$ cat config.mk
export PLATFORM = sky130hd
export DESIGN_NAME = crlf_response_line_parser
export DESIGN_NICKNAME = d
export VERILOG_FILES = /design/src/rtl/crlfp_pkg.sv /design/src/rtl/crlf_response_line_parser.sv /design/src/rtl/crlfp_front.sv /design/src/rtl/crlfp_queue.sv /design/src/rtl/crlfp_back.sv
export SDC_FILE = /design/constraint.sdc
export NUM_CORES = 1
export LEC_CHECK = 0
export BUFFER_PORTS_ARGS = -buffer_cell sky130_fd_sc_hd__clkbuf_2
export CORE_MARGIN = 2
export CORE_UTILIZATION = 40
export CTS_BUF_LIST = sky130_fd_sc_hd__clkbuf_8 sky130_fd_sc_hd__clkbuf_16
export CTS_CLUSTER_DIAMETER = 200
export DETAILED_ROUTE_END_ITERATION = 10
export GPL_ROUTABILITY_DRIVEN = 0
export PLACE_DENSITY_LB_ADDON = 0.05
export SYNTH_ARGS = -nofsm -noshare
export SYNTH_HDL_FRONTEND = slang
export SYNTH_SLANG_ARGS = --single-unit
$ cat constraint.sdc
create_clock -name i_clk -period 2.4 [get_ports i_clk]
set_input_delay 0.36 -clock i_clk [delete_from_list [all_inputs] [get_ports i_clk]]
set_output_delay 0.36 -clock i_clk [all_outputs]
set_load 0.05 [all_outputs]
$ cat src/rtl/crlfp_pkg.sv
// ----------------------------------------------------------------------------
// CRLF line parser package
// Shared types and constants for the response line parser: byte codes,
// prefix strings, line kinds and the records passed between the parts.
// ----------------------------------------------------------------------------
package crlfp_pkg;

    // Width of a line length or a character position.
    localparam int LEN_W = 6;

    // Control byte codes.
    localparam logic [7:0] CHAR_CR = 8'h0D;
    localparam logic [7:0] CHAR_LF = 8'h0A;

    // Prefix and keyword strings, first character in the top byte.
    localparam int          CENTRAL_LEN = 8;
    localparam int          PERIPH_LEN  = 11;
    localparam int          ERROR_LEN   = 5;
    localparam logic [63:0] CENTRAL_STR = "Central:";
    localparam logic [87:0] PERIPH_STR  = "Peripheral:";
    localparam logic [39:0] ERROR_STR   = "ERROR";

    // Classification of a completed line.
    typedef enum logic [1:0] {
        KIND_PLAIN   = 2'd0,
        KIND_CENTRAL = 2'd1,
        KIND_PERIPH  = 2'd2,
        KIND_ERROR   = 2'd3
    } t_line_kind;

    // One completed line waiting to be emitted.
    typedef struct packed {
        logic             bank;
        logic [LEN_W-1:0] len;
        t_line_kind       kind;
    } t_line_desc;

    // Write request into the line store.
    typedef struct packed {
        logic             en;
        logic             bank;
        logic [LEN_W-1:0] idx;
        logic [7:0]       data;
    } t_store_wr;

    // Line queue status.
    typedef struct packed {
        logic empty;
        logic full;
    } t_queue_stat;

    // Emitter states.
    typedef enum logic [1:0] {
        BK_IDLE,
        BK_READ,
        BK_LOAD,
        BK_HOLD
    } t_back_state;

endpackage

$ cat src/rtl/crlf_response_line_parser.sv
// After its LF is accepted, a line is registered into the line queue; the idle emitter then
// reads the store and loads the first character item, or loads an error item directly.
// Throughput in: one byte per cycle; input stalls only while two lines wait in the queue.
// Output: each character item is read from the store, loaded and handed over before the next
// is read; the emitter returns to idle ahead of each next line and loads an error item from idle.
// Reset clears the fill index, the line queue and the emitter; the store is not cleared.
// ----------------------------------------------------------------------------
// CRLF response line parser
// Assembles CR LF terminated lines from received bytes and emits each
// qualifying line as classified character items, or one error item.
// ----------------------------------------------------------------------------
module crlf_response_line_parser
    import crlfp_pkg::*;
#(
    parameter int LINE_LEN = 32
) (
    input  logic        i_clk,
    input  logic        i_rst_n,
    input  logic        i_s_tvalid,
    output logic        o_s_tready,
    input  logic [7:0]  i_s_tdata,  // [7:0] rx_byte
    input  logic [0:0]  i_s_tuser,  // [0] error_check
    output logic        o_m_tvalid,
    input  logic        i_m_tready,
    output logic [15:0] o_m_tdata,  // [7:0] character, [13:8] position, [15:14] zero
    output logic [2:0]  o_m_tuser,  // [1:0] line_kind, [2] in_address
    output logic        o_m_tlast   // last
);

    logic             w_push;
    logic             w_pop;
    t_line_desc       w_in_desc;
    t_line_desc       w_head;
    t_queue_stat      w_stat;
    t_store_wr        w_wr;
    t_line_kind       w_kind;
    logic [7:0]       w_char;
    logic [LEN_W-1:0] w_pos;
    logic             w_in_addr;

    // Byte intake and line classification.
    crlfp_front #(
        .LINE_LEN (LINE_LEN)
    ) u_front (
        .i_clk   (i_clk),
        .i_rst_n (i_rst_n),
        .i_valid (i_s_tvalid),
        .o_ready (o_s_tready),
        .i_byte  (i_s_tdata),
        .i_check (i_s_tuser[0]),
        .i_full  (w_stat.full),
        .o_push  (w_push),
        .o_desc  (w_in_desc),
        .o_wr    (w_wr)
    );

    // Completed line queue.
    crlfp_queue u_queue (
        .i_clk   (i_clk),
        .i_rst_n (i_rst_n),
        .i_push  (w_push),
        .i_desc  (w_in_desc),
        .i_pop   (w_pop),
        .o_head  (w_head),
        .o_stat  (w_stat)
    );

    // Line store and result emitter.
    crlfp_back #(
        .LINE_LEN (LINE_LEN)
    ) u_back (
        .i_clk     (i_clk),
        .i_rst_n   (i_rst_n),
        .i_wr      (w_wr),
        .i_desc    (w_head),
        .i_stat    (w_stat),
        .o_pop     (w_pop),
        .o_valid   (o_m_tvalid),
        .i_ready   (i_m_tready),
        .o_kind    (w_kind),
        .o_char    (w_char),
        .o_pos     (w_pos),
        .o_in_addr (w_in_addr),
        .o_last    (o_m_tlast)
    );

    assign o_m_tdata = {2'b00, w_pos, w_char};
    assign o_m_tuser = {w_in_addr, w_kind};

endmodule

$ cat src/rtl/crlfp_front.sv
// ----------------------------------------------------------------------------
// CRLF line parser front end
// Accepts received bytes, writes them into the current store bank, tracks
// prefix matches as bytes arrive and queues each qualifying line on LF.
// ----------------------------------------------------------------------------
module crlfp_front
    import crlfp_pkg::*;
#(
    parameter int LINE_LEN = 32
) (
    input  logic       i_clk,
    input  logic       i_rst_n,
    input  logic       i_valid,
    output logic       o_ready,
    input  logic [7:0] i_byte,
    input  logic       i_check,
    input  logic       i_full,
    output logic       o_push,
    output t_line_desc o_desc,
    output t_store_wr  o_wr
);

    localparam int IW = $clog2(LINE_LEN);

    logic [IW-1:0]         r_fill, n_fill;
    logic                  r_bank;
    logic                  r_last_cr;
    logic [CENTRAL_LEN-1:0] r_c_ok, n_c_ok;
    logic [PERIPH_LEN-1:0]  r_p_ok, n_p_ok;
    logic [ERROR_LEN-1:0]   r_e_ok, n_e_ok;

    logic             w_accept;
    logic             w_is_lf;
    logic [LEN_W-1:0] w_fill6;
    logic [LEN_W-1:0] w_len;
    logic             w_qualify;
    t_line_kind       w_kind;

    assign o_ready   = !i_full;
    assign w_accept  = i_valid && !i_full;
    assign w_is_lf   = (i_byte == CHAR_LF);
    assign w_fill6   = LEN_W'(r_fill);
    assign w_len     = w_fill6 - LEN_W'(1);
    assign w_qualify = (w_fill6 > LEN_W'(2)) && r_last_cr;

    // Fill index advances and wraps at the size of one store bank.
    always_comb begin
        if (r_fill == IW'(LINE_LEN - 1)) begin
            n_fill = '0;
        end else begin
            n_fill = r_fill + IW'(1);
        end
    end

    // Per-position match bits follow the byte written at each position.
    always_comb begin
        for (int k = 0; k < CENTRAL_LEN; k++) begin
            n_c_ok[k] = (w_fill6 == LEN_W'(k))
                      ? (i_byte == CENTRAL_STR[8*(CENTRAL_LEN-1-k) +: 8]) : r_c_ok[k];
        end
        for (int k = 0; k < PERIPH_LEN; k++) begin
            n_p_ok[k] = (w_fill6 == LEN_W'(k))
                      ? (i_byte == PERIPH_STR[8*(PERIPH_LEN-1-k) +: 8]) : r_p_ok[k];
        end
        for (int k = 0; k < ERROR_LEN; k++) begin
            n_e_ok[k] = (w_fill6 == LEN_W'(k))
                      ? (i_byte == ERROR_STR[8*(ERROR_LEN-1-k) +: 8]) : r_e_ok[k];
        end
    end

    // Line classification at LF; Central is tested before Peripheral.
    always_comb begin
        if (i_check && (w_len == LEN_W'(ERROR_LEN)) && (&r_e_ok)) begin
            w_kind = KIND_ERROR;
        end else if ((w_len >= LEN_W'(CENTRAL_LEN)) && (&r_c_ok)) begin
            w_kind = KIND_CENTRAL;
        end else if ((w_len >= LEN_W'(PERIPH_LEN)) && (&r_p_ok)) begin
            w_kind = KIND_PERIPH;
        end else begin
            w_kind = KIND_PLAIN;
        end
    end

    // Store write and queue push.
    assign o_wr.en     = w_accept && !w_is_lf;
    assign o_wr.bank   = r_bank;
    assign o_wr.idx    = w_fill6;
    assign o_wr.data   = i_byte;
    assign o_push      = w_accept && w_is_lf && w_qualify;
    assign o_desc.bank = r_bank;
    assign o_desc.len  = w_len;
    assign o_desc.kind = w_kind;

    // Front state registers.
    always_ff @(posedge i_clk) begin
        if (!i_rst_n) begin
            r_fill    <= '0;
            r_bank    <= 1'b0;
            r_last_cr <= 1'b0;
            r_c_ok    <= '0;
            r_p_ok    <= '0;
            r_e_ok    <= '0;
        end else if (w_accept) begin
            if (w_is_lf) begin
                r_fill    <= '0;
                r_last_cr <= 1'b0;
                if (w_qualify) begin
                    r_bank <= ~r_bank;
                end
            end else begin
                r_fill    <= n_fill;
                r_last_cr <= (i_byte == CHAR_CR);
                r_c_ok    <= n_c_ok;
                r_p_ok    <= n_p_ok;
                r_e_ok    <= n_e_ok;
            end
        end
    end

endmodule

$ cat src/rtl/crlfp_queue.sv
// ----------------------------------------------------------------------------
// CRLF line parser line queue
// Two-entry queue of completed line records between the front end and the
// emitter; entry order matches the alternating store banks.
// ----------------------------------------------------------------------------
module crlfp_queue
    import crlfp_pkg::*;
(
    input  logic        i_clk,
    input  logic        i_rst_n,
    input  logic        i_push,
    input  t_line_desc  i_desc,
    input  logic        i_pop,
    output t_line_desc  o_head,
    output t_queue_stat o_stat
);

    t_line_desc r_slot [2];
    logic       r_wr_ptr;
    logic       r_rd_ptr;
    logic [1:0] r_count;

    assign o_head       = r_slot[r_rd_ptr];
    assign o_stat.empty = (r_count == 2'd0);
    assign o_stat.full  = (r_count == 2'd2);

    // Slot storage.
    always_ff @(posedge i_clk) begin
        if (i_push) begin
            r_slot[r_wr_ptr] <= i_desc;
        end
    end

    // Pointers and fill count.
    always_ff @(posedge i_clk) begin
        if (!i_rst_n) begin
            r_wr_ptr <= 1'b0;
            r_rd_ptr <= 1'b0;
            r_count  <= 2'd0;
        end else begin
            if (i_push) begin
                r_wr_ptr <= ~r_wr_ptr;
            end
            if (i_pop) begin
                r_rd_ptr <= ~r_rd_ptr;
            end
            if (i_push && !i_pop) begin
                r_count <= r_count + 2'd1;
            end else if (i_pop && !i_push) begin
                r_count <= r_count - 2'd1;
            end
        end
    end

endmodule

$ cat src/rtl/crlfp_back.sv
// ----------------------------------------------------------------------------
// CRLF line parser emitter
// Holds the two-bank line store and walks each queued line, giving one
// result item per character, or a single item for an error line.
// ----------------------------------------------------------------------------
module crlfp_back
    import crlfp_pkg::*;
#(
    parameter int LINE_LEN = 32
) (
    input  logic             i_clk,
    input  logic             i_rst_n,
    input  t_store_wr        i_wr,
    input  t_line_desc       i_desc,
    input  t_queue_stat      i_stat,
    output logic             o_pop,
    output logic             o_valid,
    input  logic             i_ready,
    output t_line_kind       o_kind,
    output logic [7:0]       o_char,
    output logic [LEN_W-1:0] o_pos,
    output logic             o_in_addr,
    output logic             o_last
);

    localparam int AW    = $clog2(2 * LINE_LEN);
    localparam int DEPTH = 2 * LINE_LEN;

    logic [7:0] r_mem [DEPTH];
    logic [7:0] r_rd_data;

    t_back_state      r_state, n_state;
    logic [LEN_W-1:0] r_pos, n_pos;
    logic             r_valid, n_valid;
    t_line_kind       r_kind, n_kind;
    logic [7:0]       r_char, n_char;
    logic [LEN_W-1:0] r_pos_out, n_pos_out;
    logic             r_in_addr, n_in_addr;
    logic             r_last, n_last;

    logic [AW-1:0]    w_wr_addr;
    logic [AW-1:0]    w_rd_addr;
    logic             w_addr_flag;

    // Bank one sits above bank zero in the store.
    assign w_wr_addr = AW'(i_wr.idx) + (i_wr.bank ? AW'(LINE_LEN) : AW'(0));
    assign w_rd_addr = AW'(r_pos) + (i_desc.bank ? AW'(LINE_LEN) : AW'(0));

    // Line store: one write port from the front end, one registered read.
    always_ff @(posedge i_clk) begin
        if (i_wr.en) begin
            r_mem[w_wr_addr] <= i_wr.data;
        end
        r_rd_data <= r_mem[w_rd_addr];
    end

    // Characters after the prefix of an address line are marked.
    assign w_addr_flag = ((i_desc.kind == KIND_CENTRAL) && (r_pos >= LEN_W'(CENTRAL_LEN)))
                      || ((i_desc.kind == KIND_PERIPH) && (r_pos >= LEN_W'(PERIPH_LEN)));

    // Next state.
    always_comb begin
        n_state = r_state;
        unique case (r_state)
            BK_IDLE: begin
                if (!i_stat.empty) begin
                    n_state = (i_desc.kind == KIND_ERROR) ? BK_HOLD : BK_READ;
                end
            end
            BK_READ: begin
                n_state = BK_LOAD;
            end
            BK_LOAD: begin
                n_state = BK_HOLD;
            end
            BK_HOLD: begin
                if (i_ready) begin
                    n_state = r_last ? BK_IDLE : BK_READ;
                end
            end
            default: begin
                n_state = BK_IDLE;
            end
        endcase
    end

    // Output register loading and queue pop.
    always_comb begin
        n_pos     = r_pos;
        n_valid   = r_valid;
        n_kind    = r_kind;
        n_char    = r_char;
        n_pos_out = r_pos_out;
        n_in_addr = r_in_addr;
        n_last    = r_last;
        o_pop     = 1'b0;
        unique case (r_state)
            BK_IDLE: begin
                if (!i_stat.empty) begin
                    n_pos = '0;
                    if (i_desc.kind == KIND_ERROR) begin
                        n_valid   = 1'b1;
                        n_kind    = KIND_ERROR;
                        n_char    = 8'd0;
                        n_pos_out = '0;
                        n_in_addr = 1'b0;
                        n_last    = 1'b1;
                    end
                end
            end
            BK_READ: begin
            end
            BK_LOAD: begin
                n_valid   = 1'b1;
                n_kind    = i_desc.kind;
                n_char    = r_rd_data;
                n_pos_out = r_pos;
                n_in_addr = w_addr_flag;
                n_last    = ((r_pos + LEN_W'(1)) == i_desc.len);
            end
            BK_HOLD: begin
                if (i_ready) begin
                    n_valid = 1'b0;
                    if (r_last) begin
                        o_pop = 1'b1;
                    end else begin
                        n_pos = r_pos + LEN_W'(1);
                    end
                end
            end
            default: begin
            end
        endcase
    end

    // Emitter registers.
    always_ff @(posedge i_clk) begin
        if (!i_rst_n) begin
            r_state <= BK_IDLE;
            r_pos   <= '0;
            r_valid <= 1'b0;
            r_last  <= 1'b0;
        end else begin
            r_state <= n_state;
            r_pos   <= n_pos;
            r_valid <= n_valid;
            r_last  <= n_last;
        end
    end

    // Result payload.
    always_ff @(posedge i_clk) begin
        r_kind    <= n_kind;
        r_char    <= n_char;
        r_pos_out <= n_pos_out;
        r_in_addr <= n_in_addr;
    end

    assign o_valid   = r_valid;
    assign o_kind    = r_kind;
    assign o_char    = r_char;
    assign o_pos     = r_pos_out;
    assign o_in_addr = r_in_addr;
    assign o_last    = r_last;

endmodule

-- Word-level counts from Yosys, hierarchy flattened
Memories as Yosys holds them, arrays and structs flattened. A register that Yosys moved wholly into a read port is not among the register bits.
Cells that the tools add are included.
- output and inout port bits: 22
- ROM bits: 0
- input bits: 13
- bits in writable memories: 530
- latch bits: 0
- word-level logic and storage cells: 185
- flip-flop bits (word level): 61
- memories: 2
- memories (memory ; words ; width ; rd ports ; clocked after memory_dff ; wr ports ; line ; text):
    u_back.r_mem ; 64 ; 8 ; 1 ; 1 ; 1 ; crlfp_back.sv:29 ; logic [7:0] r_mem [DEPTH];
    u_queue.r_slot ; 2 ; 9 ; 1 ; 1 ; 1 ; crlfp_queue.sv:18 ; t_line_desc r_slot [2];
- multipliers: 0
- equal/unequal tests: 41
- magnitude comparators: 5
- multiplexer cells: 45
- shifts and indexed selects: 0
- divide/modulo/power cells: 0
- reduce and logical (&&, ||, !) cells: 44
- bitwise gates (word level): 4
- add/sub/neg operators: 7
- operators with widths (operator ; count):
    8-bit by 7-bit == test with 1-bit output, second input constant ; 14
    6-bit two-way mux ; 7
    3-bit AND reduction ; 13
    6-bit by 4-bit >= comparator with 1-bit output, second input constant ; 4
    6-bit one-hot mux with 2 select lines ; 2
    5-bit by 3-bit == test with 1-bit output, second input constant ; 4
    2-bit two-way mux ; 10
    8-bit by 4-bit == test with 1-bit output, second input constant ; 2
    1-bit two-way mux ; 16
    8-bit two-way mux ; 2
    8-bit one-hot mux with 2 select lines ; 1
    5-bit by 4-bit == test with 1-bit output, second input constant ; 3
    1-bit logical AND ; 13
    11-bit AND reduction ; 1
    2-bit == test, second input constant ; 5
    5-bit by 2-bit == test with 1-bit output, second input constant ; 2
    5-bit two-way mux ; 2
    8-bit by 6-bit == test with 1-bit output, second input constant ; 1
    2-bit one-hot mux with 4 select lines ; 1
    4-bit AND reduction ; 2
    8-bit AND reduction ; 1
    5-bit by 6-bit adder with 6-bit output ; 1
    6-bit by 1-bit adder with 6-bit output, second input constant ; 1
    6-bit adder ; 1
    24 further kinds ; 37

-- Longest topological paths before layout
- word-level depth: 9
- gate-level depth with buffers: 10
- depth with buffers taken out: 9

-- By module
From an unflattened synthesis, not the netlist that was laid out.
- cell total of the unflattened synthesis: 1407
- area total of the unflattened synthesis: 24403.4 um^2
- modules (own cells, without submodules) (module ; seq. area each (um^2) ; cells an instance ; area each (um^2) ; instances):
    crlfp_back ; 16245.6 ; 1131 ; 21674.5 ; 1
    crlfp_front ; 600.6 ; 222 ; 1836.8 ; 1
    crlfp_queue ; 640.6 ; 50 ; 865.8 ; 1
    crlf_response_line_parser ; 0.0 ; 4 ; 26.3 ; 1

-- Worst setup path before layout
No wires, ideal clock.
- path kind: register to register
- start point: register u_queue.r_count[0]
- end point: memory u_back.r_mem[62][0] (enable)
- arrival: 2.233 ns
- clock period less this slack: 2.604 ns
- setup time: 0.370 ns
- data required time: 2.030 ns
- path slack: -0.204 ns
- buffers on the path: 1
- cell stages (with the launch flop): 7
- path through: dfxtp_1 -> nand2b_1 -> nand2_1 -> a21oi_1 -> clkbuf_1 -> nand3_1 -> nor2_1
- longest elaborated chain between the ends: 6
- RTL lines (element ; line ; text):
    start: declaration ; crlfp_queue.sv:21 ; logic [1:0] r_count;
    start signal: assignment ; crlfp_queue.sv:48 ; r_count <= r_count + 2'd1;
    start signal: assignment ; crlfp_queue.sv:50 ; r_count <= r_count - 2'd1;
    2-bit == test ; crlfp_queue.sv:25 ; assign o_stat.full = (r_count == 2'd2);
    1-bit zero test ; - ;
    named net o_s_tready ; crlf_response_line_parser.sv:20 ; output logic o_s_tready,
    1-bit logical AND ; crlfp_front.sv:40 ; assign w_accept = i_valid && !i_full;
    1-bit logical AND ; crlfp_front.sv:85 ; assign o_wr.en = w_accept && !w_is_lf;
    1-bit two-way mux ; crlfp_back.sv:51 ; if (i_wr.en) begin
    1-bit two-way mux (implied by the code) ; crlfp_back.sv:52 ; r_mem[w_wr_addr] <= i_wr.data;
    end: declaration ; crlfp_back.sv:29 ;
The timed path passes the listed nets, and every way through them passes these cells.

-- Worst setup path after layout
- start point: register u_back.r_pos[3]
- end point: register u_back.r_rd_data[7] (read register of u_back.r_mem)
- longest elaborated chain between the ends: 1
- RTL lines (element ; line ; text):
    start: declaration ; crlfp_back.sv:33 ; logic [LEN_W-1:0] r_pos, n_pos;
    start signal: assignment ; crlfp_back.sv:145 ; r_pos <= n_pos;
    6-bit adder ; crlfp_back.sv:47 ; assign w_rd_addr = AW'(r_pos) + (i_desc.bank ? AW'(LINE_LEN) : AW'(0));
    end: declaration ; crlfp_back.sv:30 ; logic [7:0] r_rd_data;
Every way passes these cells.
A chain may end at the register's enable or synchronous reset.

==> results.cfg <==
[worst_setup_path]
reg2reg_slack_ps = 100
slowest_delay_ps = 580
worst-path-max-fanout = 14
crit_family = simple AND/OR/NAND/NOR gates
critPathArrivalTime_ps = 2800
crit_top_cell = buf_4
required_ps = 2910
critPathBufInv = 3
critPathLaunchType = flop
critPathKind = flop to flop
path_cells = buf_4 > nor2_1 > buf_4 > a22oi_1 > buf_4 > a22o_2 > nor2_1
end_kind = flop
crit_slowest_cell = nor2_1

[clock_tree]
clock_sinks = 600
clkLatencyLatePin_ps = 590
cts_tree = built
cts_hold_buf = 0
cts-root-buf = clkbuf_16
cts_inserted_buffers = 67
cts.clk_slew.worst_paths_ps = 60
clk_path_buf_depth = 3
cts_max_level = 3

[logic_synthesis]
synth_cell_type_count = 56
async_flop_share_pct = 0
synth_commonest_cells = edfxtp_1 (547), nor2_1 (108), mux4_2 (98)
yosys.cell_count.top_type = edfxtp_1
synth-seq-cells = 600
synth_warnings = 0
syn_avg_cell_area_um2 = 17.9
synth_edf_count = 547
synth_largest_area_cell = edfxtp_1
syn-cell-area_um2 = 23700
synth_top_area_share_pct = 69.4
synth_cells = 1321
netlist_top_cells_area = edfxtp_1 (69%), mux4_2 (9.3%), dfxtp_1 (4.5%), mux2i_1 (3.1%), nor2_1 (1.7%)
ys_seq_area_share_pct = 73.8
synth_ff_type = edfxtp_1

[drt]
detailroute.via_count = 12700
drt-total-wl_mm = 58.9
ant_nets = 0
drc = 0
drt_iter0_drc = 987
dr.pass1.iters = 5
wire_per_inst_um = 24.9
drt-vias-per-instance = 5.35

[power_and_ir_drop]
peakVddDrop_uv = 494
power_density_nw_per_um2 = 820
leakage_nw = 9.20
power_w = 0.0231

[placement]
io_buffer_count = 32
pre_cts_slack_ps = -71.6
hpwl_mm = 38.3
placed_cells = 2240
placed_cell_area_um2 = 26000

[flow_run]
maxCapViolCount = 0

[global_route]
track_usage_pct = 19.8
grt-ovfl-total = 0
grt_max_degree = 70
grt_pass1_vias = 13000
antenna_found_initial = 1
grt_pass1_wl_mm = 87.1

[cells_and_area]
nets = 1564
fin_cells = 2363
diodes = 0
syn_to_final_growth_pct = 19.1
fill_cells = 4996
final_area_um2 = 28200
drive_gt1_share_pct = 27.0

[timing]
min_period_ps = 2300
fin_ws_ps = 104
hold_viol = 0
slew_headroom_pct = 41.6
rsz0062_at_grt = false
tightestPinTransition_ps = 876
worst_clock_skew_ps = 17.9
final_max_slew_viol_count = 0
timing.fmax_mhz = 436
final.setup.tns_ps = 0
fin_crit_sh_pct = 95.7
final-setup-viol-count = 0

[die]
initial_utilization_pct = 40.3
ios = 35
die_area_um2 = 61200
die_h_um = 247
rows = 89
coreArea_um2 = 58800
die_x_um = 247

[hold_path]
hold_class = primary input to flop

[status]
status = finished, final reports clean
[path summary, 6_finish.rpt]
check / start / end / cells after the start
hold / removal: i_m_tready / u_back.o_valid / 4
setup reg to reg: u_back.r_pos[3] / u_back.r_rd_data[7] / 7
hold reg to reg: u_back.o_valid / u_back.o_valid / 2
setup / recovery: u_back.r_pos[3] / u_back.r_rd_data[7] / 7
[layout by cell type, fill, tap and decap left out, types with 3 or more instances in the layout]
| cell type | count |
|---|---|
| a21oi_1 | 15 |
| a221oi_1 | 12 |
| a221oi_2 | 5 |
| a22o_1 | 7 |
| a22oi_1 | 32 |
| and2_1 | 19 |
| and3_1 | 5 |
| buf_12 | 15 |
| buf_4 | 171 |
| bufinv_16 | 4 |
| clkbuf_16 | 71 |
| clkbuf_2 | 32 |
| clkinv_1 | 9 |
| clkinv_2 | 16 |
| dfxtp_1 | 51 |
| edfxtp_1 | 547 |
| ha_1 | 12 |
| inv_1 | 27 |
| mux2i_1 | 73 |
| mux4_1 | 5 |
| mux4_2 | 98 |
| nand2_1 | 46 |
| nand3_1 | 39 |
| nand3b_1 | 6 |
| nand4_1 | 13 |
| nor2_1 | 108 |
| nor2b_1 | 10 |
| nor3_1 | 10 |
| nor4_1 | 14 |
| o21ai_0 | 27 |
| o22ai_1 | 24 |
| o31ai_1 | 5 |
| or3b_2 | 3 |
| xnor2_1 | 11 |
| xor2_1 | 8 |
[registers in the layout, indices dropped and copies added, names as in the netlist, named ones only]
register,count
u_back.r_mem,512
u_queue.r_slot,18
u_front.r_p_ok,11
u_back.o_char,8
u_back.r_rd_data,8
u_front.r_c_ok,7
u_back.o_pos,6
u_back.r_pos,6
u_front.r_e_ok,5
u_front.r_fill,5
u_back.o_kind,2
u_back.r_state,2
u_queue.r_count,2
u_back.o_in_addr,1
u_back.o_last,1
u_back.o_valid,1
u_front.r_bank,1
u_front.r_last_cr,1
u_queue.r_rd_ptr,1
u_queue.r_wr_ptr,1
[worst min-delay path, cell delays in order]
cell and delay (ps):
clkbuf_2 120, nand3_1 70, nand2_1 60, a21oi_1 50
[metrics by stage]
step / util, % / hold slack [ps]
floorplan: - / 424
global placement: 44.2 / 440
detailed placement: 44.2 / 452
CTS: 47.9 / 78.7
global route: 47.9 / 141
finish: 47.9 / 115
[per-layer routing]
| metal | routed length, um | GRT usage, % | up-vias |
|---|---|---|---|
| met5 | 0 | 0 | - |
| met4 | 1010 | 5.42 | 0 |
| met3 | 2800 | 3.52 | 73 |
| met2 | 27600 | 31.4 | 278 |
| met1 | 27400 | 28.3 | 6550 |
| li1 | - | - | 5751 |
[power by group]
| group | total, W | switching [W] | internal, W |
|---|---|---|---|
| clock | 0.00983 | 0.00401 | 0.00582 |
| sequential | 0.0117 | 0.0000698 | 0.0116 |
| combinational | 0.00161 | 0.00119 | 0.000413 |
[cell type report]
class                      instances  area [um^2]  area share, %
sequential                       600        17500           62.1
multi-input combinational        639         5810           20.6
clock buffer                      73         1800           6.40
timing repair buffer             219         1760           6.23
tap                              773          967           3.43
clock inverter                    47          312           1.11
inverter                          12         45.0          0.160
[repair_timing]
item,in CTS,in global routing
endpoints found under the setup margin,3,4
resized for setup,5,4
buffers inserted,3,0
[kinds of logic after synthesis]
family / after synthesis / share of synthesized area (%)
xor+xnor: 20 / 0.771
buf+inv: 83 / 1.79
compound gates: 144 / 4.22
other cells: 1 / 0.0158
flops: 600 / 73.8
mux: 177 / 13.0
simple gates: 284 / 5.72
fa+ha+maj: 12 / 0.634
Note: power is estimated with default switching activity, not from simulation.
